## src/rtl/kwrd_pkg.sv

```systemverilog
// Shared types and fixed widths for the word-by-rank digit generator.
// No dependencies; used by kwrd_divider and kth_word_radix_digits_core.
package kwrd_pkg;

  localparam int unsigned IndexW = 64;   // rank / running quotient width
  localparam int unsigned RadixW = 16;   // alphabet size width
  localparam int unsigned LenW   = 7;    // word length register width
  localparam int unsigned StepW  = 6;    // bit counter of the serial divider
  localparam int unsigned ApbAw  = 3;
  localparam int unsigned ApbDw  = 32;

  localparam logic [LenW-1:0]   LenReset   = 7'd8;
  localparam logic [RadixW-1:0] RadixReset = 16'd2;

  // register index, taken from paddr[2]
  localparam logic RegAlphabet = 1'b0;
  localparam logic RegLength   = 1'b1;

  typedef struct packed {
    logic load;   // take a new dividend
    logic start;  // begin one full division by the radix
  } div_ctrl_t;

endpackage

```

## src/rtl/kwrd_divider.sv

```systemverilog
// Bit-serial restoring divider: divides the running quotient by the radix,
// one quotient bit per cycle. Depends on kwrd_pkg.
module kwrd_divider (
  input  logic                            clk_i,
  input  logic                            rst_ni,
  input  kwrd_pkg::div_ctrl_t             ctrl_i,
  input  logic [kwrd_pkg::IndexW-1:0]     dividend_i,
  input  logic [kwrd_pkg::RadixW-1:0]     divisor_i,
  output logic                            done_o,
  output logic [kwrd_pkg::IndexW-1:0]     quotient_o,
  output logic [kwrd_pkg::RadixW-1:0]     remainder_o
);

  logic [kwrd_pkg::IndexW-1:0] quo_q, quo_d;
  logic [kwrd_pkg::RadixW-1:0] rem_q, rem_d;
  logic [kwrd_pkg::StepW-1:0]  step_q, step_d;
  logic                        busy_q, busy_d;
  logic                        done_q, done_d;
  logic [kwrd_pkg::RadixW:0]   trial;
  logic [kwrd_pkg::RadixW:0]   diff;
  logic                        fits;

  // shift the next dividend bit into the partial remainder
  assign trial = {rem_q, quo_q[kwrd_pkg::IndexW-1]};
  assign diff  = trial - {1'b0, divisor_i};
  assign fits  = trial >= {1'b0, divisor_i};

  always_comb begin
    quo_d  = quo_q;
    rem_d  = rem_q;
    step_d = step_q;
    busy_d = busy_q;
    done_d = 1'b0;
    if (ctrl_i.start) begin
      if (ctrl_i.load) begin
        quo_d = dividend_i;
      end
      rem_d  = '0;
      step_d = '0;
      busy_d = 1'b1;
    end else if (busy_q) begin
      quo_d  = {quo_q[kwrd_pkg::IndexW-2:0], fits};
      rem_d  = fits ? diff[kwrd_pkg::RadixW-1:0] : trial[kwrd_pkg::RadixW-1:0];
      step_d = step_q + kwrd_pkg::StepW'(1);
      if (step_q == '1) begin
        busy_d = 1'b0;
        done_d = 1'b1;
      end
    end
  end

  always_ff @(posedge clk_i or negedge rst_ni) begin
    if (!rst_ni) begin
      busy_q <= 1'b0;
      done_q <= 1'b0;
      step_q <= '0;
    end else begin
      busy_q <= busy_d;
      done_q <= done_d;
      step_q <= step_d;
    end
  end

  always_ff @(posedge clk_i) begin
    quo_q <= quo_d;
    rem_q <= rem_d;
  end

  assign done_o      = done_q;
  assign quotient_o  = quo_q;
  assign remainder_o = rem_q;

endmodule

```

## src/rtl/kwrd_digit_mem.sv

```systemverilog
// Digit buffer: one write port, one read port with registered read data.
// No package dependencies.
module kwrd_digit_mem #(
  parameter int unsigned Depth = 64,
  parameter int unsigned Width = 16,
  localparam int unsigned Aw   = (Depth > 1) ? $clog2(Depth) : 1
) (
  input  logic             clk_i,
  input  logic             wr_en_i,
  input  logic [Aw-1:0]    wr_addr_i,
  input  logic [Width-1:0] wr_data_i,
  input  logic             rd_en_i,
  input  logic [Aw-1:0]    rd_addr_i,
  output logic [Width-1:0] rd_data_o
);

  logic [Width-1:0] mem_q [Depth];
  logic [Width-1:0] rd_data_q;

  always_ff @(posedge clk_i) begin
    if (wr_en_i) begin
      mem_q[wr_addr_i] <= wr_data_i;
    end
  end

  always_ff @(posedge clk_i) begin
    if (rd_en_i) begin
      rd_data_q <= mem_q[rd_addr_i];
    end
  end

  assign rd_data_o = rd_data_q;

endmodule

```

## src/rtl/kth_word_radix_digits_core.sv

```systemverilog
// Word-by-rank generator: emits the base-N digits (plus one) of k-1, most
// significant first. The bit-serial divider produces each digit by one full
// division by the radix, and the remainder is stored in the digit buffer; each
// symbol is then read back from the buffer through the S_RD and S_LD states,
// where an output stall holds S_LD. Reset (rst_ni low, asynchronous) returns
// to idle, sets alphabet_size to 2 and word_length to 8. Depends on kwrd_pkg.
module kth_word_radix_digits_core #(
  parameter int unsigned MAX_LENGTH = 64,
  parameter int unsigned DIGIT_BITS = 16
) (
  input  logic                              clk_i,
  input  logic                              rst_ni,
  // configuration port
  input  logic                              psel,
  input  logic                              penable,
  input  logic                              pwrite,
  input  logic [kwrd_pkg::ApbAw-1:0]        paddr,
  input  logic [kwrd_pkg::ApbDw-1:0]        pwdata,
  output logic [kwrd_pkg::ApbDw-1:0]        prdata,
  output logic                              pready,
  // request channel
  input  logic                              in_valid_i,
  output logic                              in_stall_o,
  input  logic [kwrd_pkg::IndexW-1:0]       word_index_i,
  // symbol channel
  output logic                              out_valid_o,
  input  logic                              out_stall_i,
  output logic [DIGIT_BITS-1:0]             symbol_o,
  output logic                              last_symbol_o,
  output logic                              out_of_range_o
);

  localparam int unsigned CntW = $clog2(MAX_LENGTH + 1);
  localparam int unsigned Aw   = (MAX_LENGTH > 1) ? $clog2(MAX_LENGTH) : 1;

  typedef enum logic [3:0] {
    S_IDLE = 4'b0001,
    S_DIV  = 4'b0010,
    S_RD   = 4'b0100,
    S_LD   = 4'b1000
  } state_e;

  state_e state_q, state_d;

  logic [kwrd_pkg::RadixW-1:0] alpha_q, alpha_d;
  logic [kwrd_pkg::LenW-1:0]   wlen_q, wlen_d;
  logic [CntW-1:0]             len_q, len_d;
  logic [CntW-1:0]             len_sat;
  logic [CntW-1:0]             dig_cnt_q, dig_cnt_d;
  logic [CntW-1:0]             rd_idx_q, rd_idx_d;
  logic                        flag_q, flag_d;
  logic                        out_valid_q, out_valid_d;
  logic [DIGIT_BITS-1:0]       symbol_q, symbol_d;
  logic                        last_q, last_d;
  logic                        oor_q, oor_d;

  logic                        cfg_wr;
  logic                        in_xfer;
  logic                        out_free;
  logic [kwrd_pkg::RadixW-1:0] radix;

  kwrd_pkg::div_ctrl_t         div_ctrl;
  logic                        div_done;
  logic [kwrd_pkg::IndexW-1:0] div_quo;
  logic [kwrd_pkg::RadixW-1:0] div_rem;

  logic                        mem_wr;
  logic                        mem_rd;
  logic [DIGIT_BITS-1:0]       mem_rdata;

  // configuration registers
  assign pready = 1'b1;
  assign cfg_wr = psel && penable && pwrite;

  always_comb begin
    alpha_d = alpha_q;
    wlen_d  = wlen_q;
    if (cfg_wr) begin
      unique case (paddr[2])
        kwrd_pkg::RegAlphabet: alpha_d = pwdata[kwrd_pkg::RadixW-1:0];
        kwrd_pkg::RegLength:   wlen_d  = pwdata[kwrd_pkg::LenW-1:0];
        default: ;
      endcase
    end
  end

  always_comb begin
    unique case (paddr[2])
      kwrd_pkg::RegAlphabet:
        prdata = {{(kwrd_pkg::ApbDw - kwrd_pkg::RadixW){1'b0}}, alpha_q};
      kwrd_pkg::RegLength:
        prdata = {{(kwrd_pkg::ApbDw - kwrd_pkg::LenW){1'b0}}, wlen_q};
      default: prdata = '0;
    endcase
  end

  // a zero alphabet acts as a radix of one
  assign radix   = (alpha_q == '0) ? kwrd_pkg::RadixW'(1) : alpha_q;
  assign len_sat = (wlen_q > kwrd_pkg::LenW'(MAX_LENGTH)) ? CntW'(MAX_LENGTH)
                                                          : CntW'(wlen_q);

  assign in_stall_o = (state_q != S_IDLE);
  assign in_xfer    = in_valid_i && (state_q == S_IDLE);
  assign out_free   = !out_valid_q || !out_stall_i;

  always_comb begin
    state_d     = state_q;
    len_d       = len_q;
    dig_cnt_d   = dig_cnt_q;
    rd_idx_d    = rd_idx_q;
    flag_d      = flag_q;
    out_valid_d = out_valid_q && out_stall_i;
    symbol_d    = symbol_q;
    last_d      = last_q;
    oor_d       = oor_q;
    div_ctrl    = '0;
    mem_wr      = 1'b0;
    mem_rd      = 1'b0;

    unique case (state_q)
      S_IDLE: begin
        if (in_xfer && (len_sat != '0)) begin
          len_d          = len_sat;
          dig_cnt_d      = '0;
          div_ctrl.load  = 1'b1;
          div_ctrl.start = 1'b1;
          state_d        = S_DIV;
        end
      end
      S_DIV: begin
        if (div_done) begin
          mem_wr    = 1'b1;
          dig_cnt_d = dig_cnt_q + CntW'(1);
          if ((dig_cnt_q + CntW'(1)) == len_q) begin
            // leftover quotient means k-1 does not fit in L digits
            flag_d   = (div_quo != '0);
            rd_idx_d = dig_cnt_q;
            state_d  = S_RD;
          end else begin
            div_ctrl.start = 1'b1;
          end
        end
      end
      S_RD: begin
        mem_rd  = 1'b1;
        state_d = S_LD;
      end
      S_LD: begin
        if (out_free) begin
          out_valid_d = 1'b1;
          symbol_d    = mem_rdata + DIGIT_BITS'(1);
          last_d      = (rd_idx_q == '0);
          oor_d       = flag_q;
          if (rd_idx_q == '0) begin
            state_d = S_IDLE;
          end else begin
            rd_idx_d = rd_idx_q - CntW'(1);
            state_d  = S_RD;
          end
        end
      end
      default: state_d = S_IDLE;
    endcase
  end

  always_ff @(posedge clk_i or negedge rst_ni) begin
    if (!rst_ni) begin
      state_q     <= S_IDLE;
      alpha_q     <= kwrd_pkg::RadixReset;
      wlen_q      <= kwrd_pkg::LenReset;
      len_q       <= '0;
      dig_cnt_q   <= '0;
      rd_idx_q    <= '0;
      flag_q      <= 1'b0;
      out_valid_q <= 1'b0;
    end else begin
      state_q     <= state_d;
      alpha_q     <= alpha_d;
      wlen_q      <= wlen_d;
      len_q       <= len_d;
      dig_cnt_q   <= dig_cnt_d;
      rd_idx_q    <= rd_idx_d;
      flag_q      <= flag_d;
      out_valid_q <= out_valid_d;
    end
  end

  always_ff @(posedge clk_i) begin
    symbol_q <= symbol_d;
    last_q   <= last_d;
    oor_q    <= oor_d;
  end

  kwrd_divider u_divider (
    .clk_i       (clk_i),
    .rst_ni      (rst_ni),
    .ctrl_i      (div_ctrl),
    .dividend_i  (word_index_i - kwrd_pkg::IndexW'(1)),
    .divisor_i   (radix),
    .done_o      (div_done),
    .quotient_o  (div_quo),
    .remainder_o (div_rem)
  );

  kwrd_digit_mem #(
    .Depth (MAX_LENGTH),
    .Width (DIGIT_BITS)
  ) u_digit_mem (
    .clk_i     (clk_i),
    .wr_en_i   (mem_wr),
    .wr_addr_i (dig_cnt_q[Aw-1:0]),
    .wr_data_i (DIGIT_BITS'(div_rem)),
    .rd_en_i   (mem_rd),
    .rd_addr_i (rd_idx_q[Aw-1:0]),
    .rd_data_o (mem_rdata)
  );

  assign out_valid_o    = out_valid_q;
  assign symbol_o       = symbol_q;
  assign last_symbol_o  = last_q;
  assign out_of_range_o = oor_q;

endmodule

```

## config.mk

```make
export PLATFORM = sky130hd
export DESIGN_NAME = kth_word_radix_digits_core
export DESIGN_NICKNAME = d
export VERILOG_FILES = /design/src/rtl/kwrd_pkg.sv /design/src/rtl/kwrd_divider.sv /design/src/rtl/kwrd_digit_mem.sv /design/src/rtl/kth_word_radix_digits_core.sv
export SDC_FILE = /design/constraint.sdc
export NUM_CORES = 1
export LEC_CHECK = 0
export ABC_CLOCK_PERIOD_IN_PS = 11300
export BUFFER_PORTS_ARGS = -buffer_cell sky130_fd_sc_hd__buf_2
export CORE_ASPECT_RATIO = 0.5
export CORE_UTILIZATION = 64
export DETAILED_ROUTE_END_ITERATION = 10
export GPL_TIMING_DRIVEN = 0
export HOLD_SLACK_MARGIN = 0.02
export PLACE_DENSITY_LB_ADDON = 0.05
export SYNTH_ARGS = -nofsm -noshare
export SYNTH_HDL_FRONTEND = slang
export SYNTH_HIERARCHICAL = 1
export SYNTH_SLANG_ARGS = --single-unit
```

## constraint.sdc

```tcl
create_clock -name clk_i -period 11.3 [get_ports clk_i]
set_clock_uncertainty 0.05 [all_clocks]
set_input_delay 2.26 -clock clk_i [delete_from_list [all_inputs] [get_ports clk_i]]
set_output_delay 2.26 -clock clk_i [all_outputs]
set_load 0.02 [all_outputs]
```

Yosys cells after proc, flatten, opt, wreduce, memory -nomap -nowiden
Memory sizes are Yosys's and may differ from the RTL's. A register that Yosys moved wholly into a read port is not among the register bits.
Cells that the tools add are included.
{ "totals": {"output_inout_bits": 53, "ff_bits": 156, "rom_bits": 0, "input_bits": 106, "latchBits": 0, "ramBits": 1024, "elab_cells": 104, "mem_count": 1} }
{ "op_classes": {"eq_ne": 13, "shifts": 0, "reduce_logical": 24, "div_mod_pow": 0, "mul": 0, "add_sub_neg": 6, "n_mux": 41, "order_cmp": 2, "n_bitwise": 1} }
{ "mem_list": {"columns": ["memory", "depth", "width", "read_ports", "rd_ports_with_merged_regs", "wr", "line_no", "rtl"], "rows": [
  ["u_digit_mem.mem_q", 64, 16, 1, 1, 1, "kwrd_digit_mem.sv:17", "logic [Width-1:0] mem_q [Depth];"]
]} }
{ "ops": {"columns": ["op", "count"], "rows": [
  ["$mux 64", 3],
  ["$pmux 32 s2", 1],
  ["$reduce_bool 64->1", 1],
  ["$sub 64x1->64 const B", 1],
  ["$mux 7", 7],
  ["$mux 16", 2],
  ["$pmux 7 s2", 2],
  ["$ge 17x16->1", 1],
  ["$add 16x1->16 const B", 1],
  ["$logic_not 16->1", 1],
  ["$mux 1", 16],
  ["$mux 4", 4],
  ["$pmux 4 s4", 1],
  ["$sub 16x16->16", 1],
  ["$mux 6", 2],
  ["$reduce_and 2->1", 5],
  ["$add 7x1->7 const B", 1],
  ["$eq 7x7->1", 1],
  ["$gt 7x7->1 const B", 1],
  ["$logic_not 7->1", 1],
  ["$reduce_bool 7->1", 1],
  ["$sub 7x1->7 const B", 1],
  ["$add 6x1->6 const B", 1],
  ["$eq 6x6->1 const B", 1],
  ["18 further kinds", 30]
]} }

Depth between registers and ports, before layout
{ "logic_depth": {"word_depth": 8, "ltp_mapped": 11, "mapped_depth_nobuf": 10} }

By module
The synthesis kept the hierarchy.
{ "modules_own_cells": {"columns": ["mod", "n_inst", "area_per_inst_um2", "cells_each", "seq_area_each_um2"], "rows": [
  ["kwrd_digit_mem", 1, 40202.3, 1829, 31230.0],
  ["kth_word_radix_digits_core", 1, 4952.2, 535, 1795.5],
  ["kwrd_divider", 1, 4768.3, 396, 2442.3]
]} }

Least setup slack after synthesis
OpenSTA, ideal clock, no wires.
{ "synth_timing": {"path_type": "in2out", "from": "in paddr[2] (netlist name)", "to": "out prdata[6] (netlist name)", "arrival_ns": 3.251, "setup_slack_ns": 5.739, "t_required_ns": 8.990, "stages": 3, "path_cell_list": "clkbuf_1 > clkbuf_1 > mux2_2"} }
{ "synth_via": {"elab_chain_len": 2} }
{ "synth_rtl": {"columns": ["item", "line_no", "rtl"], "rows": [
  ["from (decl)", "kth_word_radix_digits_core.sv:17", "input logic [kwrd_pkg::ApbAw-1:0] paddr,"],
  ["$not 1->1 (no line)", null, null],
  ["$pmux 32 s2 (*)", "kth_word_radix_digits_core.sv:88", "unique case (paddr[2])"],
  ["to (decl)", "kth_word_radix_digits_core.sv:19", "output logic [kwrd_pkg::ApbDw-1:0] prdata,"]
]} }
Mark *: on every way between the ends. The rest lies on a longest branch, timed or not. The select of a mux whose other input is x is not followed.

Final worst setup path
Ends and elaborated chain as after synthesis.

==> run metrics <==
PnR Total Power=roughly 11 mW; Setup-failing EPs final=0; Setup crit start kind=input pin; crit path time final=5.85 ns; Die Width=397 um; first-pass GRT wire length=175 mm; commonest cells after routing, fill and taps aside=edfxtp_1 (1,122), mux4_2 (220), buf_2 (163); Port Buf Inserts=between 100 and 150; CP endpoint kind=output pin; Row Count=71; Yosys reg bits=1,196; Worst slew margin=24.2%; RSZ-0062 raised after global routing=false; # Post-CTS Setup Buffers=0; met2 usage=48.5%; Least-Margin Pin Slew=between 1 and 1.5 ns; Post-Syn Area per Cell=18.1 um2; Clock Latency Late Sink=0.69 ns; GPL Wtd Cong=0.988; DR iter-0 viols=about 3,100; Pins Over Slew Limit=0; Power per Cell Area=189 nW/um2; max frequency=171 MHz; post_cts resized=0; area grow syn2layout=12.5%; ys async rst share=4.85%; drt pass-1 iters=9; vias in the first global route=~27,000; Fin. Hold Viols=0; Clock Path Buffers=3; CP arrival=3.54 ns; cell count after placement=3,979; CORE AREA=~76,000 um2; Setup CP Type=in -> out; TritonCTS sink count=around 1,200; min-delay worst type=reg -> reg; initial core utilization=between 60% and 70%; Clock Pin Slew Worst Setup and Hold Paths=approximately 0.06 ns; ys flop type=edfxtp_1; Fin Hold WS=approximately 0.43 ns; EDFF count, synth=1,122; global routing met1 resource utilization=between 40 and 50%; layout cell share with drive strength beyond 1=28.7%; Non-Filler Instances=4,164; H-tree Lvls=3; critical register-to-register path startpoint=dig_cnt_q[0]; CTS tree=done; clock buffer count from CTS=99; largest net degree at the start of global routing=69; WL/cell=around 30 um; final worst-path setup slack=5.45 ns; global routing usage on met3=9.39%; layout net count=3,187; GRT overflow=0; Detailed Place HPWL=83.0 mm; required time worst endpoint=between 8 and 9 ns; Mapped Cells=2,760; hold path start=flag_q; most common cell after layout, fill and taps aside=edfxtp_1; Total GRT Usage=31.5%; cell area after synthesis=~50,000 um2; Ports=159; run status=finished, violations left; Die Span Y=199 um; most used routing layer=met2; DR vias=roughly 27,000; Hold-fix buffers, CTS=0; YS warnings=6; DRC=8; Worst setup startpoint=paddr[2]; die area=79,200 um2; crit-path max FO=10; initial antenna violation count=3; post-route setup TNS=0 ns; peak supply drop=approximately 0.00018 V; Via density=6.57; P_leak=18.8 nW; Fill cells=4,583; Post-Route WL=123 mm; max-cap viol count=0; CTS root buf=clkbuf_16; DP Worst Slack=between 5 and 6 ns; DRT antenna net count=0; Yosys cell types=90; failing checks=design-rule violations; period utilization=51.7%; register area share after synthesis=a little under three quarters
-- final timing paths --
kind	cells past startpoint	slack, ns	to
setup reg to reg	10	6.73	u_divider/quotient_o[41]
hold / removal	0	0.43	out_of_range_o
max in group asynchronous	1	9.09	rd_idx_q[3]
hold reg to reg	0	0.43	out_of_range_o
min in group asynchronous	1	1.58	alpha_q[10]
setup / recovery	4	5.45	prdata[6]
-- through the flow --
| step | instance area [um2] | util, % |
|---|---|---|
| 2_1_floorplan | 50000 | - |
| 3_3_place_gp | 51900 | 68.1 |
| 3_5_place_dp | 53000 | 69.7 |
| 4_1_cts | 56200 | 73.8 |
| 5_1_grt | 56200 | 73.8 |
| 6_report | 56200 | 73.8 |
-- per-layer routing --
layer,wire length (um),up-vias,part of all wire [%]
li1,-,11600,-
met1,48400,14100,40
met2,56700,1443,46
met3,14200,196,12
met4,3230,0,2.6
met5,0,-,0
-- state kept, by name, indices dropped and copies added (netlist names), 4 cells and up --
signal and flops:
alpha_q 16, dig_cnt_q 7, len_q 7, rd_idx_q 7, state_q 4, symbol_o 16, u_digit_mem/mem_q 1024, u_digit_mem/rd_data_o 16
u_divider/quotient_o 64, u_divider/remainder_o 16, u_divider/step_q 6, wlen_q 7
-- logic make-up (layout without fill, tap and decap cells) --
family / after synthesis / count (layout) / synth area share (%)
buffers and inverters: 195 / 559 / 2.43
AOI/OAI and AO/OA: 256 / 256 / 3.72
other: 2 / 20 / 0.0150
adders and majority gates: 23 / 23 / 0.591
and+or+nand+nor: 564 / 564 / 5.95
xor gates and xnor gates: 92 / 92 / 1.64
DFF: 1196 / 1196 / 71.0
muxes: 432 / 432 / 14.6
-- synth_stat cells, types with 24 or more instances --
| cell | number | area [um2] |
|---|---|---|
| edfxtp_1 | 1122 | 33700 |
| clkbuf_1 | 52 | 195 |
| dfrtp_1 | 55 | 1380 |
| nand3_1 | 49 | 245 |
| buf_6 | 24 | 270 |
| nor2b_1 | 39 | 244 |
| nand4_1 | 29 | 181 |
| a22oi_1 | 39 | 293 |
| nor2_1 | 136 | 510 |
| inv_1 | 28 | 105 |
| xnor2_1 | 42 | 368 |
| nand2_1 | 150 | 563 |
| o21ai_0 | 38 | 190 |
| mux2_2 | 121 | 1360 |
| mux4_2 | 220 | 4950 |
| buf_4 | 30 | 225 |
| mux2i_1 | 87 | 871 |
| nor4_1 | 28 | 175 |
| nand2b_1 | 25 | 156 |
| xor2_1 | 49 | 429 |
| buf_2 | 42 | 210 |
| a21oi_1 | 52 | 260 |
-- where the power goes --
group | internal (mW) | switching, mW | leakage, nW
sequential | 5.54 | 0.436 | 11.2
clock | 1.82 | 1.55 | 1.53
combinational | 0.520 | 0.761 | 6.11
total | 7.88 | 2.75 | 18.8
-- area by class of cell --
| type | count | area (um2) | area share (%) |
|---|---|---|---|
| flip-flops and latches | 1196 | 35500 | 63.2 |
| multi-input cells | 1384 | 13500 | 24.0 |
| clock buffers | 119 | 2590 | 4.62 |
| repair buffers | 182 | 1580 | 2.81 |
| well taps | 1022 | 1280 | 2.28 |
| plain buffers | 165 | 1100 | 1.96 |
| clock inverters | 63 | 534 | 0.951 |
| inverters | 30 | 113 | 0.200 |
| diodes | 3 | 7.51 | 0.0134 |
-- worst max-delay path: stages --
cell      delay (ns)
clkbuf_1        0.36
clkbuf_1        0.38
mux2_2          0.38
buf_2           0.16
No activity file was read; power rests on OpenSTA's default activity.
